## config.mk

```make
export PLATFORM = sky130hd
export DESIGN_NAME = midpoint_circle_pixel_writer_unit
export DESIGN_NICKNAME = d
export VERILOG_FILES = /design/src/rtl/mpcpw_pkg.sv /design/src/rtl/midpoint_circle_pixel_writer_unit.sv /design/src/rtl/mpcpw_ctrl.sv /design/src/rtl/mpcpw_dp.sv
export SDC_FILE = /design/constraint.sdc
export NUM_CORES = 1
export LEC_CHECK = 0
export ABC_CLOCK_PERIOD_IN_PS = 15600
export BUFFER_PORTS_ARGS = -buffer_cell sky130_fd_sc_hd__buf_2
export CAP_MARGIN = 5
export CORE_ASPECT_RATIO = 1.25
export CORE_MARGIN = 2
export CORE_UTILIZATION = 48
export CTS_CLUSTER_DIAMETER = 80
export DETAILED_ROUTE_END_ITERATION = 8
export PLACE_DENSITY = 0.7
export SLEW_MARGIN = 25
export SYNTH_ARGS = -nofsm -noshare
export SYNTH_HDL_FRONTEND = slang
export SYNTH_HIERARCHICAL = 1
export SYNTH_SLANG_ARGS = --single-unit
```

## constraint.sdc

```tcl
create_clock -name clock -period 15.6 [get_ports clock]
set_input_delay 0.78 -clock clock [delete_from_list [all_inputs] [get_ports clock]]
set_output_delay 0.78 -clock clock [all_outputs]
set_load 0.005 [all_outputs]
```

## src/rtl/mpcpw_pkg.sv

```systemverilog
`default_nettype none
package mpcpw_pkg;

   // field widths
   localparam int RADIUS_W = 4;
   localparam int COORD_W  = 11;
   localparam int COLOR_W  = 8;
   localparam int ADDR_W   = 19;
   localparam int INDEX_W  = 10;
   localparam int STEP_W   = 4;
   localparam int DEC_W    = 8;
   localparam int OCT_W    = 3;

   // largest radius that keeps one circle within 64 writes
   localparam logic [RADIUS_W-1:0] RADIUS_LIMIT = 4'd10;
   localparam logic [RADIUS_W-1:0] RADIUS_RESET = 4'd10;

   // last octant of one recurrence step
   localparam logic [OCT_W-1:0] OCT_LAST = 3'd7;

   // register indexes
   localparam logic [0:0] REG_RADIUS = 1'b0;

   // controller to datapath commands
   typedef struct packed {
      logic load;
      logic step;
   } cmd_type;

   // datapath to controller status
   typedef struct packed {
      logic advance;
      logic gen_final;
   } status_type;

endpackage
`default_nettype wire

```

## src/rtl/midpoint_circle_pixel_writer_unit.sv

```systemverilog
// one circle: the idle state takes the circle word, then 8 * (steps of the recurrence) pixel
// words follow, at most 64, one pixel word a cycle while the output does not stall
// after the circle word is taken, the first word goes through the point and output regs
// a new circle is taken the cycle after the last pixel is generated; words in flight drain
// output stalls hold the whole pixel pipe and the generator
// synchronous active-high reset: idle, pipe empty, radius 10
`default_nettype none
module midpoint_circle_pixel_writer_unit #(
   parameter int SCREEN_COLUMNS = 240,
   parameter int SCREEN_ROWS    = 400
) (
   input  wire         clock,
   input  wire         reset,
   // circle word
   input  wire         req_tvalid,
   output logic        req_tready,
   // center_x[10:0], center_y[21:11], red[29:22], green[37:30], blue[45:38]
   input  wire [47:0]  req_tdata,
   // pixel word
   output logic        rsp_tvalid,
   input  wire         rsp_tready,
   // byte_address[18:0], pixel_red[26:19], pixel_green[34:27], pixel_blue[42:35]
   output logic [47:0] rsp_tdata,
   // on_screen[0]
   output logic [0:0]  rsp_tuser,
   output logic        rsp_tlast,
   // register port
   input  wire         csr_psel,
   input  wire         csr_penable,
   input  wire         csr_pwrite,
   input  wire [2:0]   csr_paddr,
   input  wire [31:0]  csr_pwdata,
   output logic [31:0] csr_prdata,
   output logic        csr_pready
);

   mpcpw_pkg::cmd_type    cmd;
   mpcpw_pkg::status_type status;

   logic [mpcpw_pkg::RADIUS_W-1:0] radius_ff, radius_in;
   logic                           csr_write;
   logic [mpcpw_pkg::ADDR_W-1:0]   out_addr;
   logic                           out_on;
   logic [mpcpw_pkg::COLOR_W-1:0]  out_red, out_green, out_blue;

   // register write and read decode
   assign csr_pready = 1'b1;
   assign csr_write  = csr_psel && csr_penable && csr_pwrite && csr_pready;

   always_comb begin
      radius_in = radius_ff;
      if (csr_write && (csr_paddr[2:2] == mpcpw_pkg::REG_RADIUS)) begin
         radius_in = csr_pwdata[mpcpw_pkg::RADIUS_W-1:0];
      end
   end

   always_comb begin
      unique case (csr_paddr[2:2])
         mpcpw_pkg::REG_RADIUS: csr_prdata = 32'(radius_ff);
         default:               csr_prdata = '0;
      endcase
   end

   always_ff @(posedge clock) begin
      if (reset) begin
         radius_ff <= mpcpw_pkg::RADIUS_RESET;
      end else begin
         radius_ff <= radius_in;
      end
   end

   mpcpw_ctrl u_ctrl (
      .clock     (clock),
      .reset     (reset),
      .req_valid (req_tvalid),
      .req_ready (req_tready),
      .status    (status),
      .cmd       (cmd)
   );

   mpcpw_dp #(
      .SCREEN_COLUMNS (SCREEN_COLUMNS),
      .SCREEN_ROWS    (SCREEN_ROWS)
   ) u_dp (
      .clock     (clock),
      .reset     (reset),
      .cmd       (cmd),
      .status    (status),
      .radius    (radius_ff),
      .center_x  (req_tdata[10:0]),
      .center_y  (req_tdata[21:11]),
      .red       (req_tdata[29:22]),
      .green     (req_tdata[37:30]),
      .blue      (req_tdata[45:38]),
      .out_valid (rsp_tvalid),
      .out_ready (rsp_tready),
      .out_addr  (out_addr),
      .out_on    (out_on),
      .out_red   (out_red),
      .out_green (out_green),
      .out_blue  (out_blue),
      .out_last  (rsp_tlast)
   );

   // pack the pixel word
   assign rsp_tdata = {5'b0, out_blue, out_green, out_red, out_addr};
   assign rsp_tuser = out_on;

endmodule
`default_nettype wire

```

## src/rtl/mpcpw_ctrl.sv

```systemverilog
`default_nettype none
module mpcpw_ctrl (
   input  wire                  clock,
   input  wire                  reset,
   input  wire                  req_valid,
   output logic                 req_ready,
   input  wire mpcpw_pkg::status_type status,
   output mpcpw_pkg::cmd_type    cmd
);

   localparam logic ST_IDLE = 1'b0;
   localparam logic ST_RUN  = 1'b1;

   logic state_ff;
   logic state_in;

   // idle takes a new circle, run steps the generator whenever the pipe moves
   always_comb begin
      state_in  = state_ff;
      req_ready = 1'b0;
      cmd.load  = 1'b0;
      cmd.step  = 1'b0;
      unique case (state_ff)
         ST_IDLE: begin
            req_ready = 1'b1;
            if (req_valid) begin
               cmd.load = 1'b1;
               state_in = ST_RUN;
            end
         end
         ST_RUN: begin
            cmd.step = status.advance;
            if (status.advance && status.gen_final) begin
               state_in = ST_IDLE;
            end
         end
         default: begin
            state_in = ST_IDLE;
         end
      endcase
   end

   always_ff @(posedge clock) begin
      if (reset) begin
         state_ff <= ST_IDLE;
      end else begin
         state_ff <= state_in;
      end
   end

endmodule
`default_nettype wire

```

## src/rtl/mpcpw_dp.sv

```systemverilog
`default_nettype none
module mpcpw_dp #(
   parameter int SCREEN_COLUMNS = 240,
   parameter int SCREEN_ROWS    = 400
) (
   input  wire                                   clock,
   input  wire                                   reset,
   input  wire mpcpw_pkg::cmd_type               cmd,
   output mpcpw_pkg::status_type                 status,
   input  wire [mpcpw_pkg::RADIUS_W-1:0]         radius,
   input  wire signed [mpcpw_pkg::COORD_W-1:0]   center_x,
   input  wire signed [mpcpw_pkg::COORD_W-1:0]   center_y,
   input  wire [mpcpw_pkg::COLOR_W-1:0]          red,
   input  wire [mpcpw_pkg::COLOR_W-1:0]          green,
   input  wire [mpcpw_pkg::COLOR_W-1:0]          blue,
   output logic                                  out_valid,
   input  wire                                   out_ready,
   output logic [mpcpw_pkg::ADDR_W-1:0]          out_addr,
   output logic                                  out_on,
   output logic [mpcpw_pkg::COLOR_W-1:0]         out_red,
   output logic [mpcpw_pkg::COLOR_W-1:0]         out_green,
   output logic [mpcpw_pkg::COLOR_W-1:0]         out_blue,
   output logic                                  out_last
);

   localparam int PW = mpcpw_pkg::COORD_W + 1;
   localparam int LW = 24;
   localparam logic signed [PW-1:0] ROWS_S = PW'(SCREEN_ROWS);
   localparam logic signed [PW-1:0] COLS_S = PW'(SCREEN_COLUMNS);
   localparam logic [LW-1:0] COLS_L = LW'(SCREEN_COLUMNS);

   // recurrence and held item
   logic [mpcpw_pkg::STEP_W-1:0] x_ff, x_in, y_ff, y_in;
   logic signed [mpcpw_pkg::DEC_W-1:0] d_ff, d_in;
   logic [mpcpw_pkg::OCT_W-1:0] oct_ff, oct_in;
   logic signed [mpcpw_pkg::COORD_W-1:0] cx_ff, cy_ff;
   logic [mpcpw_pkg::COLOR_W-1:0] red_ff, green_ff, blue_ff;

   // point stage
   logic pt_valid_ff, pt_valid_in;
   logic pt_on_ff, pt_last_ff;
   logic [mpcpw_pkg::INDEX_W-1:0] pt_row_ff, pt_col_ff;
   logic [mpcpw_pkg::COLOR_W-1:0] pt_red_ff, pt_green_ff, pt_blue_ff;

   // output word register
   logic out_valid_ff, out_valid_in;
   logic [mpcpw_pkg::ADDR_W-1:0] out_addr_ff;
   logic out_on_ff, out_last_ff;
   logic [mpcpw_pkg::COLOR_W-1:0] out_red_ff, out_green_ff, out_blue_ff;

   logic advance;
   logic [mpcpw_pkg::RADIUS_W-1:0] r_sat;
   logic [mpcpw_pkg::STEP_W-1:0] nx, ny;
   logic ny_neg;
   logic signed [mpcpw_pkg::DEC_W-1:0] nd, xe, ye;
   logic gen_final;
   logic [mpcpw_pkg::STEP_W-1:0] off_a, off_b;
   logic signed [PW-1:0] px, py, col_s;
   logic on_pt;
   logic [LW-1:0] lin, addr3;

   // whole pipe moves when the output word is free or being taken
   assign advance = !out_valid_ff || out_ready;

   // next recurrence values
   always_comb begin
      r_sat = (radius > mpcpw_pkg::RADIUS_LIMIT) ? mpcpw_pkg::RADIUS_LIMIT : radius;
      xe    = mpcpw_pkg::DEC_W'(x_ff);
      ye    = mpcpw_pkg::DEC_W'(y_ff);
      nx    = x_ff + 1'b1;
      if (d_ff < 0) begin
         nd     = d_ff + (xe <<< 2) + 8'sd6;
         ny     = y_ff;
         ny_neg = 1'b0;
      end else begin
         nd     = d_ff + ((xe - ye) <<< 2) + 8'sd10;
         ny     = y_ff - 1'b1;
         // radius zero steps y below zero, which ends the circle
         ny_neg = (y_ff == '0);
      end
      gen_final = (oct_ff == mpcpw_pkg::OCT_LAST) && (ny_neg || (nx > ny));
   end

   assign status.advance   = advance;
   assign status.gen_final = gen_final;

   // symmetric point for the current octant
   always_comb begin
      off_a = oct_ff[2] ? y_ff : x_ff;
      off_b = oct_ff[2] ? x_ff : y_ff;
      if (oct_ff[0] ^ oct_ff[1]) begin
         px = PW'(cx_ff) - PW'(off_a);
      end else begin
         px = PW'(cx_ff) + PW'(off_a);
      end
      if (oct_ff[1]) begin
         py = PW'(cy_ff) - PW'(off_b);
      end else begin
         py = PW'(cy_ff) + PW'(off_b);
      end
      on_pt = (px >= 0) && (px < ROWS_S) && (py >= 0) && (py < COLS_S);
      col_s = COLS_S - PW'(1) - py;
   end

   // generator registers
   always_comb begin
      x_in   = x_ff;
      y_in   = y_ff;
      d_in   = d_ff;
      oct_in = oct_ff;
      if (cmd.load) begin
         x_in   = '0;
         y_in   = r_sat;
         d_in   = 8'sd3 - (mpcpw_pkg::DEC_W'(r_sat) <<< 1);
         oct_in = '0;
      end else if (cmd.step) begin
         oct_in = oct_ff + 1'b1;
         if (oct_ff == mpcpw_pkg::OCT_LAST) begin
            x_in = nx;
            y_in = ny;
            d_in = nd;
         end
      end
   end

   always_ff @(posedge clock) begin
      if (reset) begin
         x_ff   <= '0;
         y_ff   <= '0;
         d_ff   <= '0;
         oct_ff <= '0;
      end else begin
         x_ff   <= x_in;
         y_ff   <= y_in;
         d_ff   <= d_in;
         oct_ff <= oct_in;
      end
   end

   // held centre and colour
   always_ff @(posedge clock) begin
      if (cmd.load) begin
         cx_ff    <= center_x;
         cy_ff    <= center_y;
         red_ff   <= red;
         green_ff <= green;
         blue_ff  <= blue;
      end
   end

   // valid bits of the two stages
   always_comb begin
      pt_valid_in  = pt_valid_ff;
      out_valid_in = out_valid_ff;
      if (advance) begin
         pt_valid_in  = cmd.step;
         out_valid_in = pt_valid_ff;
      end
   end

   always_ff @(posedge clock) begin
      if (reset) begin
         pt_valid_ff  <= 1'b0;
         out_valid_ff <= 1'b0;
      end else begin
         pt_valid_ff  <= pt_valid_in;
         out_valid_ff <= out_valid_in;
      end
   end

   // point stage payload
   always_ff @(posedge clock) begin
      if (cmd.step) begin
         pt_on_ff    <= on_pt;
         pt_last_ff  <= gen_final;
         pt_row_ff   <= px[mpcpw_pkg::INDEX_W-1:0];
         pt_col_ff   <= col_s[mpcpw_pkg::INDEX_W-1:0];
         pt_red_ff   <= red_ff;
         pt_green_ff <= green_ff;
         pt_blue_ff  <= blue_ff;
      end
   end

   // byte address: three bytes per pixel, row major over columns
   always_comb begin
      lin   = LW'(pt_row_ff) * COLS_L + LW'(pt_col_ff);
      addr3 = (lin << 1) + lin;
   end

   always_ff @(posedge clock) begin
      if (advance && pt_valid_ff) begin
         out_addr_ff  <= pt_on_ff ? addr3[mpcpw_pkg::ADDR_W-1:0] : '0;
         out_on_ff    <= pt_on_ff;
         out_last_ff  <= pt_last_ff;
         out_red_ff   <= pt_red_ff;
         out_green_ff <= pt_green_ff;
         out_blue_ff  <= pt_blue_ff;
      end
   end

   assign out_valid = out_valid_ff;
   assign out_addr  = out_addr_ff;
   assign out_on    = out_on_ff;
   assign out_last  = out_last_ff;
   assign out_red   = out_red_ff;
   assign out_green = out_green_ff;
   assign out_blue  = out_blue_ff;

endmodule
`default_nettype wire

```

==> results.yml, run 1 <==
power:
  p_leak_uw: 0.00474
  peakVddDrop_mv: 0.168
  powerDensity_nw_per_um2: 198
placement:
  dp.cells: 1260
  gp_congestion: 0.825
  io_buffers: 108
  hpwl_um: 13100
layout:
  fillers: 1786
  drive_gt1_frac: 0.166
  syn_to_final_growth_pct: 12.7
  final_cell_mix: "edfxtp_1 (137), buf_2 (108), ha_1 (101)"
  area.sequential_sq_um: 4610
  multi_input_area_sq_um: 4990
  mostFrequentLayoutCell: "edfxtp_1"
  fin_nets: 1220
  final_cell_count_no_fill: 1293
detailed_routing:
  drt_iter0_drc: 227
  drc: 0
  met2WireLength_um: 9110
  dr.pass1.iters: 5
  wl_met1_um: 6950
  antenna_left: 0
  wl_per_cell_um: 13.2
  via_per_inst: 5.06
  top_layer_used: "met5"
  dr_wl_met3_um: 715
  vias: 6538
  finalWirelength_um: 17100
setup_path:
  crit_buf_inv: 2
  path_cells: "inv_1 > fa_1 > fa_1 > inv_1 > ha_1 > and2_1 > a311oi_1 > and2_1 > mux4_2 > a2111oi_4 > and2_1 > nand2_1 > xnor2_1 > ha_1 > or3_1 > a311oi_1 > nor3b_1 > mux2_1"
  start_kind: "flop"
  r2r-start: "u_dp/pt_row_ff[3]$_DFFE_PP_"
  rrSetupSlack_ns: 9.99
  cp.arrival_ns: 5.78
  max_stage_delay_ns: 0.57
  slowest_stage: "mux4_2"
  path_delay_family: "adder cells"
  crit_path_max_fanout: 6
  r2r-end: "u_dp/out_addr[18]$_SDFFCE_PN0P_"
  required_ns: 15.77
  critPathMostFrequentCell: "and2_1"
  end_kind: "flop"
  path_class: "reg2reg"
  reg2reg_depth: 18
cts:
  numCtsBuffers: 17
  cts_hold_buf: 0
  cts_sinks: 162
  cts_repair_resize_count: 0
  path_clk_slew_ns: 0.07
  cts_setup_buffers: 0
  clk_latency_ns: 0.43
  h-tree-depth: 4
  clockBufferDepth: 2
  cts_root_buffer: "clkbuf_16"
  cts_tree: "built"
synth:
  synth_top_cell_by_area: "edfxtp_1"
  synth_top_flop_cell: "edfxtp_1"
  synth_cell_types: 68
  synthAdderAreaFrac: 0.172
  synthMuxAreaShare: 0.0244
  synth-simple-area-share: 0.115
  synth_area_sq_um: 10100
  synth_xor_area_frac: 0.0615
  yosysWarnings: 6
  postSynthCellCount: 898
  async_flop_share: 0
  synth_top_family_by_area: "adder cells"
  synth_compound_area_frac: 0.107
  synth_area_leaders: "edfxtp_1 (41%), ha_1 (12%), dfxtp_1 (4.9%)"
  seq_area_frac_synth: 0.456
  avgSynthCellArea_sq_um: 11.3
  ys_ff_latch: 162
  synth-edff-count: 137
  synth_top_area_frac: 0.407
global_routing:
  overflow: 0
  grt_pass1_wl_um: 29000
  antenna_found_initial: 2
  grtUsageTotal: 0.161
  grt_pass1_vias: 6363
  grt_max_degree: 59
sta:
  worst_pin_slew_ns: 0.843
  hold_viol: 0
  slew_headroom: 0.424
  rsz0062_at_grt: "no"
  fin_crit_ns: 5.61
  final-max-slew-violation-count: 0
  clock_skew_ns: 0.0141
  fin_setup_tns_ns: 0
  fmax_mhz: 178
  fin_crit_sh: 0.360
  finalSetupViolCount: 0
floorplanning:
  initial_core_util: 0.488
  die_width_um: 134
  die_height_um: 166
  row_count: 59
  die_area_sq_um: 22300
  io_pins: 175
  design.core.area_sq_um: 20700
hold_path:
  min_from: "u_dp/green_ff[4]$_DFFE_PP_"
  whs_path_depth: 0
  min_to: "u_dp/pt_green_ff[4]$_DFFE_PP_"
  hp-class: "reg2reg"
run:
  maxCapViolCount: 0
outcome:
  outcome: "complete, no violations"
[kinds of logic after synthesis]
family | Yosys count
AOI/OAI and AO/OA | 165
other | 2
xor gates and xnor gates | 71
and+or+nand+nor | 221
muxes | 23
DFF | 162
buffers and inverters | 129
adders and majority gates | 125
[worst reg2reg max path, stage by stage (launching register included)]
cell and delay (ns):
edfxtp_1 0.43, inv_1 0.18, fa_1 0.44, fa_1 0.51, inv_1 0.04, ha_1 0.37
and2_1 0.20, a311oi_1 0.27, and2_1 0.23, mux4_2 0.57, a2111oi_4 0.38, and2_1 0.20
nand2_1 0.07, xnor2_1 0.16, ha_1 0.24, or3_1 0.35, a311oi_1 0.34, nor3b_1 0.10
mux2_1 0.30
[cell usage after synthesis (all sizes together) (4+ instances only)]
library cell  count
o21a             12
nor2             62
a21oi            47
dfxtp            25
nor3             17
buf              38
edfxtp          137
inv              74
nand2b           16
a21o             13
ha              101
or3               6
a211oi           10
nor3b             4
and2b             6
fa               24
nor4              4
o21bai            4
a311oi            6
nand2            31
a31oi             4
o21ai            42
mux2i            19
nand3            10
clkbuf           17
and2             20
nor2b            18
xnor2            47
xor2             24
and3              6
or2               9
[cell type report]
cell class              instances  area share
inverters                      74      0.0244
diodes                          1    0.000220
clock buffers                  18      0.0376
multi-input cells             639       0.438
repair buffers                111      0.0511
well taps                     274      0.0301
clock inverters                14      0.0137
flip-flops and latches        162       0.405
[stage by stage]
step / total power, uW / cell area [sq um] / utilization / hold WS (ns) / setup slack (ns)
after CTS: 2270 / 11400 / 0.549 / 0.415 / 9.97
final: 2250 / 11400 / 0.550 / 0.418 / 9.99
after global placement: 1830 / 10800 / 0.520 / 0.400 / 10.02
after global routing: 2460 / 11400 / 0.550 / 0.419 / 9.61
after detailed placement: 1850 / 10800 / 0.521 / 0.405 / 9.97
after floorplan: 1640 / 10200 / - / 0.400 / 10.39
[sequential cells by signal, indices dropped and copies added, names as in the netlist, 10 cells and up]
| register | count |
|---|---|
| u_dp/cx_ff | 11 |
| u_dp/cy_ff | 11 |
| u_dp/out_addr | 19 |
| u_dp/pt_col_ff | 10 |
| u_dp/pt_row_ff | 10 |
[report_power, final]
group	internal (uW)	leakage, uW	switching (uW)
clock	215	0.000284	191
combinational	594	0.00296	681
sequential	557	0.00150	14.5
total	1370	0.00474	887
[routing by layer]
metal | track usage | vias up
met5 | 0 | -
met4 | 0.0537 | 2
met3 | 0.0424 | 22
met2 | 0.291 | 103
met1 | 0.183 | 3056
li1 | - | 3355
[worst max-delay path by stage]
| stage | from | to | slack [ns] | cells after the start |
|---|---|---|---|---|
| after floorplan | u_dp/pt_row_ff[4]$_DFFE_PP_ | u_dp/out_addr[18]$_SDFFCE_PN0P_ | 10.39 | 18 |
| after global placement | u_dp/pt_row_ff[3]$_DFFE_PP_ | u_dp/out_addr[18]$_SDFFCE_PN0P_ | 10.02 | 18 |
| after detailed placement | u_dp/pt_row_ff[3]$_DFFE_PP_ | u_dp/out_addr[18]$_SDFFCE_PN0P_ | 9.97 | 18 |
| after CTS | u_dp/pt_row_ff[3]$_DFFE_PP_ | u_dp/out_addr[18]$_SDFFCE_PN0P_ | 9.97 | 18 |
| after global routing | u_dp/pt_row_ff[4]$_DFFE_PP_ | u_dp/out_addr[18]$_SDFFCE_PN0P_ | 9.61 | 18 |
| final | u_dp/pt_row_ff[3]$_DFFE_PP_ | u_dp/out_addr[18]$_SDFFCE_PN0P_ | 9.99 | 18 |
(Power assumes the default switching activity.)
==> run 2, diff against run 1 <==
--- a/config.mk
+++ b/config.mk
@@ -5,7 +5,7 @@
 export SDC_FILE = /design/constraint.sdc
 export NUM_CORES = 1
 export LEC_CHECK = 0
-export ABC_CLOCK_PERIOD_IN_PS = 15600
+export ABC_CLOCK_PERIOD_IN_PS = 5870
 export BUFFER_PORTS_ARGS = -buffer_cell sky130_fd_sc_hd__buf_2
 export CAP_MARGIN = 5
 export CORE_ASPECT_RATIO = 1.25
==> constraint.sdc (replaced) <==
create_clock -name clock -period 5.87 [get_ports clock]
set_input_delay 0.2935 -clock clock [delete_from_list [all_inputs] [get_ports clock]]
set_output_delay 0.2935 -clock clock [all_outputs]
set_load 0.005 [all_outputs]
==> results.yml, run 2 (synthesized netlist as in run 1, its figures left out) <==
cts:
  path_clk_slew_ns: 0.07
  numCtsBuffers: 17
  cts_hold_buf: 0
  clk_latency_ns: 0.43
  cts_setup_buffers: 0
  cts_sinks: 162
  cts_root_buffer: "clkbuf_16"
  cts_tree: "built"
  h-tree-depth: 4
  clockBufferDepth: 2
sta:
  finalSetupViolCount: 0
  fin_crit_sh: 0.941
  fin_crit_ns: 5.52
  fmax_mhz: 181
  clock_skew_ns: 0.00809
  final-max-slew-violation-count: 0
  worst_pin_slew_ns: 0.851
  slew_headroom: 0.418
  hold_viol: 0
  layout_setup_ws_ns: 0.349
outcome:
  outcome: "complete, no violations"
hold_path:
  whs_path_depth: 1
  min_to: "u_dp/green_ff[2]$_DFFE_PP_"
  hp-class: "in2reg"
  min_from: "req_tdata[32]"
power:
  p_leak_uw: 0.00473
  switchingPower_uw: 2380
  internal_power_uw: 3650
  seqPwrFrac: 0.253
  p_comb_frac: 0.566
  switching_share: 0.395
  peakVddDrop_mv: 0.399
  p_clk_frac: 0.182
  powerDensity_nw_per_um2: 529
floorplanning:
  die_height_um: 166
  initial_core_util: 0.488
  design.core.area_sq_um: 20700
  die_width_um: 134
  die_area_sq_um: 22300
  io_pins: 175
  row_count: 59
global_routing:
  grt_max_degree: 54
  grt_pass1_vias: 6329
  grtUsageTotal: 0.162
  antenna_found_initial: 1
  overflow: 0
  grt_pass1_wl_um: 29000
detailed_routing:
  finalWirelength_um: 17400
  dr.pass1.iters: 4
  drc: 0
  drt_iter0_drc: 260
  vias: 6495
  wl_per_cell_um: 13.5
  antenna_left: 0
  via_per_inst: 5.03
placement:
  dp.cells: 1258
  gp_congestion: 0.828
  io_buffers: 108
  post-place-ws_ns: 0.282
  hpwl_um: 13200
layout:
  fillers: 1789
  final_cell_count_no_fill: 1290
  final_cell_mix: "edfxtp_1 (137), buf_2 (108), ha_1 (101)"
  mostFrequentLayoutCell: "edfxtp_1"
  syn_to_final_growth_pct: 12.6
  fin_nets: 1218
  drive_gt1_frac: 0.167
  diodes: 0
  largest_register_ffs: 19
setup_path:
  end_kind: "flop"
  rrSetupSlack_ns: 0.35
  path_class: "reg2reg"
  cp.arrival_ns: 5.70
  r2r-end: "u_dp/out_addr[18]$_SDFFCE_PN0P_"
  start_kind: "flop"
  reg2reg_depth: 18
  crit_path_max_fanout: 6
  r2r-start: "u_dp/pt_row_ff[3]$_DFFE_PP_"
  required_ns: 6.05
run:
  maxCapViolCount: 0
==> run 2: critical path: stages, from the launching register on <==
cell	delay, ns
edfxtp_1	0.42
inv_1	0.18
fa_1	0.46
fa_1	0.51
inv_1	0.04
ha_1	0.39
o21ai_1	0.16
a21oi_1	0.07
or4b_1	0.47
mux4_2	0.54
a2111oi_4	0.37
and2_1	0.19
nand2_1	0.07
xnor2_1	0.15
ha_1	0.24
or3_1	0.36
a311oi_2	0.26
nor3b_1	0.09
mux2_1	0.28
==> run 2: layout make-up <==
| type | instances | area [sq um] | share of cell area |
|---|---|---|---|
| Timing Repair Buffer | 109 | 548 | 0.0481 |
| Multi-Input combinational cell | 639 | 5010 | 0.440 |
| Inverter | 74 | 278 | 0.0244 |
| Clock buffer | 18 | 429 | 0.0377 |
| Tap cell | 274 | 343 | 0.0301 |
| Clock inverter | 14 | 165 | 0.0145 |
| Sequential cell | 162 | 4610 | 0.405 |
==> run 2: timing repair <==
| action | CTS | global route |
|---|---|---|
| endpoints found under the hold margin | 0 | 0 |
| gates resized for setup | 0 | 4 |
| endpoints found under the setup margin | 0 | 2 |
==> run 2: how the worst max path moves through the flow <==
stage | startpoint | to | slack (ns) | cells after the start
after floorplan | u_dp/pt_row_ff[4]$_DFFE_PP_ | u_dp/out_addr[18]$_SDFFCE_PN0P_ | 0.66 | 18
after global placement | u_dp/pt_row_ff[4]$_DFFE_PP_ | u_dp/out_addr[18]$_SDFFCE_PN0P_ | 0.32 | 18
after detailed placement | u_dp/pt_row_ff[3]$_DFFE_PP_ | u_dp/out_addr[18]$_SDFFCE_PN0P_ | 0.28 | 18
after CTS | u_dp/pt_row_ff[3]$_DFFE_PP_ | u_dp/out_addr[18]$_SDFFCE_PN0P_ | 0.26 | 18
after global routing | u_dp/pt_row_ff[3]$_DFFE_PP_ | u_dp/out_addr[18]$_SDFFCE_PN0P_ | -0.0004 | 18
final | u_dp/pt_row_ff[3]$_DFFE_PP_ | u_dp/out_addr[18]$_SDFFCE_PN0P_ | 0.35 | 18
==> run 2: metrics by stage <==
stage | TNS [ns] | instance area (sq um) | hold slack, ns | total power, uW | utilization
final | 0 | 11400 | 0.0334 | 6030 | 0.549
after global routing | -0.000355 | 11400 | 0.0154 | 6590 | 0.549
after CTS | 0 | 11400 | 0.0161 | 6020 | 0.548
after detailed placement | 0 | 10800 | 0.405 | 4900 | 0.520
after global placement | 0 | 10800 | 0.400 | 4850 | 0.520
after floorplan | 0 | 10200 | 0.358 | 4360 | -
==> run 2: power groups by stage <==
| stage | logic (uW) | registers [uW] | clock network [uW] |
|---|---|---|---|
| after CTS | 3370 | 1520 | 1120 |
| after floorplan | 2820 | 1550 | 0 |
| final | 3410 | 1520 | 1090 |
| after global routing | 3880 | 1530 | 1170 |
| after global placement | 3310 | 1550 | 0 |
| after detailed placement | 3350 | 1550 | 0 |
==> run 2: per-layer routing <==
layer / track usage / vias to the layer above / part of all wire / wire length [um]
li1: - / 3335 / - / -
met1: 0.178 / 3018 / 0.40 / 7020
met2: 0.298 / 109 / 0.54 / 9320
met3: 0.0391 / 31 / 0.038 / 654
met4: 0.0597 / 2 / 0.020 / 351
met5: 0 / - / 0.00075 / 13
==> run 3, diff against run 2 <==
--- a/config.mk
+++ b/config.mk
@@ -10,12 +10,11 @@
 export CAP_MARGIN = 5
 export CORE_ASPECT_RATIO = 1.25
 export CORE_MARGIN = 2
-export CORE_UTILIZATION = 48
+export CORE_UTILIZATION = 55
 export CTS_CLUSTER_DIAMETER = 80
 export DETAILED_ROUTE_END_ITERATION = 8
-export PLACE_DENSITY = 0.7
+export PLACE_DENSITY = 0.79
 export SLEW_MARGIN = 25
 export SYNTH_ARGS = -nofsm -noshare
 export SYNTH_HDL_FRONTEND = slang
-export SYNTH_HIERARCHICAL = 1
 export SYNTH_SLANG_ARGS = --single-unit
==> results.yml, run 3 <==
setup_path:
  start_kind: "flop"
  required_ns: 6.05
  r2r-start: "u_dp.pt_row_ff[0]$_DFFE_PP_"
  crit_path_max_fanout: 5
  rrSetupSlack_ns: 0.47
  r2r-end: "u_dp.out_addr[18]$_SDFFCE_PN0P_"
  path_delay_family: "adder cells"
  path_class: "reg2reg"
  slowest_stage: "fa_1"
  critPathMostFrequentCell: "fa_1"
  reg2reg_depth: 21
  end_kind: "flop"
  max_stage_delay_ns: 0.55
  cp.arrival_ns: 5.58
  crit_cells: 21
  path_cells: "fa_1 > fa_1 > inv_1 > fa_1 > xnor2_1 > ha_1 > o21a_1 > o31ai_1 > a21oi_1 > nand3_2 > xor2_1 > ha_1 > and3_1 > a221oi_1 > o21ai_0 > nand2_1 > o21ai_1 > o41ai_2 > o21a_1 > o21ai_0 > and3_1"
  crit_buf_inv: 1
detailed_routing:
  via_per_inst: 5.32
  dr.pass1.iters: 4
  antenna_left: 0
  wl_per_cell_um: 14.4
  drc: 0
  finalWirelength_um: 17800
  drt_iter0_drc: 255
  vias: 6613
global_routing:
  grt_max_degree: 51
  grtUsageTotal: 0.190
  grt_use_met1: 0.209
  grtUsageMet3: 0.0367
  grt_pass1_vias: 6515
  gr-max-usage-layer: "met2"
  grt_pass1_wl_um: 29700
  antenna_found_initial: 1
  overflow: 0
  grtUsageMet2: 0.359
sta:
  final-max-slew-violation-count: 0
  fmax_mhz: 185
  hold_viol: 0
  fin_crit_ns: 5.40
  clock_skew_ns: 0.0111
  hold-worst-slack_ns: 0.0361
  fin_crit_sh: 0.920
  rsz0062_at_grt: "no"
  finalSetupViolCount: 0
  worst_pin_slew_ns: 0.830
  slew_headroom: 0.446
  fin_setup_tns_ns: 0
synth:
  synth_top_cell_by_area: "edfxtp_1"
  synth-edff-count: 137
  postSynthCellCount: 888
  async_flop_share: 0
  yosysMostFrequentCell: "edfxtp_1"
  ys_ff_latch: 162
  synth_area_leaders: "edfxtp_1 (41%), ha_1 (13%), dfxtp_1 (5.0%)"
  synth_area_sq_um: 9990
  avgSynthCellArea_sq_um: 11.3
  synth_top_area_frac: 0.412
  seq_area_frac_synth: 0.462
  synth_top_flop_cell: "edfxtp_1"
  yosysWarnings: 0
  synth_cell_types: 64
  synthTopCellsByCount: "edfxtp_1 (137), ha_1 (101), inv_1 (86)"
floorplanning:
  initial_core_util: 0.556
  io_pins: 175
  die_width_um: 125
  row_count: 55
  die_area_sq_um: 19300
  design.core.area_sq_um: 18000
  die_height_um: 155
hold_path:
  min_to: "u_dp.blue_ff[2]$_DFFE_PP_"
  whs_path_depth: 1
  hp-class: "in2reg"
  min_from: "req_tdata[40]"
power:
  peakVddDrop_mv: 0.474
  p_comb_frac: 0.568
  seqPwrFrac: 0.252
  switchingPower_uw: 2390
  internal_power_uw: 3690
  p_clk_frac: 0.180
  switching_share: 0.394
  powerDensity_nw_per_um2: 540
  p_leak_uw: 0.00478
  total_power_uw: 6080
layout:
  mostFrequentLayoutCell: "edfxtp_1"
  final_cell_mix: "edfxtp_1 (137), buf_2 (108), ha_1 (101)"
  fin_nets: 1215
  fillers: 1402
  syn_to_final_growth_pct: 12.7
  largest_register_ffs: 19
  stdcell_area_sq_um: 11300
  drive_gt1_frac: 0.162
cts:
  numCtsBuffers: 17
  cts_root_buffer: "clkbuf_16"
  cts_tree: "built"
  path_clk_slew_ns: 0.07
  h-tree-depth: 4
  clockBufferDepth: 2
  clk_latency_ns: 0.43
  cts_setup_buffers: 0
  cts_sinks: 162
placement:
  post_dp_cell_area_sq_um: 10600
  io_buffers: 108
  hpwl_um: 13500
  gp_congestion: 0.845
outcome:
  outcome: "complete, no violations"
run:
  maxCapViolCount: 0
[run 3: power groups by stage]
stage               logic [uW]  registers, uW  clock network (uW)
floorplan                 2840           1550                   0
global placement          3280           1550                   0
detailed placement        3390           1560                   0
CTS                       3410           1530                1120
global route              3950           1540                1150
finish                    3450           1530                1100
[run 3: timing repair]
item                                    in CTS  in global routing
gates resized for setup                      0                  3
hold endpoints to repair                     0                  0
hold buffers                                 0                  0
endpoints found under the setup margin       0                  2
[run 3: worst max-delay path by stage]
stage	startpoint	to	slack, ns
floorplan	u_dp.pt_row_ff[0]$_DFFE_PP_	u_dp.out_addr[18]$_SDFFCE_PN0P_	0.70
global placement	u_dp.pt_row_ff[0]$_DFFE_PP_	u_dp.out_addr[18]$_SDFFCE_PN0P_	0.35
detailed placement	u_dp.pt_row_ff[3]$_DFFE_PP_	u_dp.out_addr[18]$_SDFFCE_PN0P_	0.26
CTS	u_dp.pt_row_ff[3]$_DFFE_PP_	u_dp.out_addr[18]$_SDFFCE_PN0P_	0.21
global route	u_dp.pt_row_ff[2]$_DFFE_PP_	u_dp.out_addr[18]$_SDFFCE_PN0P_	0.05
finish	u_dp.pt_row_ff[0]$_DFFE_PP_	u_dp.out_addr[18]$_SDFFCE_PN0P_	0.47
[run 3: metrics by stage]
step	utilization	setup slack, ns	cells
floorplan	-	0.697	920
detailed placement	0.592	0.258	1209
global route	0.627	0.0518	1242
CTS	0.626	0.208	1241
finish	0.627	0.468	1242
global placement	0.592	0.354	1209
[run 3: logic make-up after synthesis]
logic type                 share of synthesized area
DFF                                            0.462
adders and majority gates                      0.175
buffers and inverters                         0.0631
xor gates and xnor gates                      0.0595
and+or+nand+nor                                0.107
muxes                                         0.0162
AOI/OAI and AO/OA                              0.117
other                                       0.000752
[run 3: final cells by class]
class / instances / area (sq um) / area share
antenna: 1 / 2.50 / 0.000222
clock buffer: 17 / 425 / 0.0378
clock inverter: 15 / 183 / 0.0162
inverter: 86 / 324 / 0.0288
multi-input combinational: 624 / 4880 / 0.433
sequential: 162 / 4610 / 0.410
tap: 228 / 285 / 0.0253
timing repair buffer: 109 / 548 / 0.0487
[run 3: per-layer routing]
metal / vias to the layer above / wire length [um]
met1: 3134 / 7090
met5: - / 0
met2: 113 / 9880
li1: 3337 / -
met3: 29 / 507
met4: 0 / 354
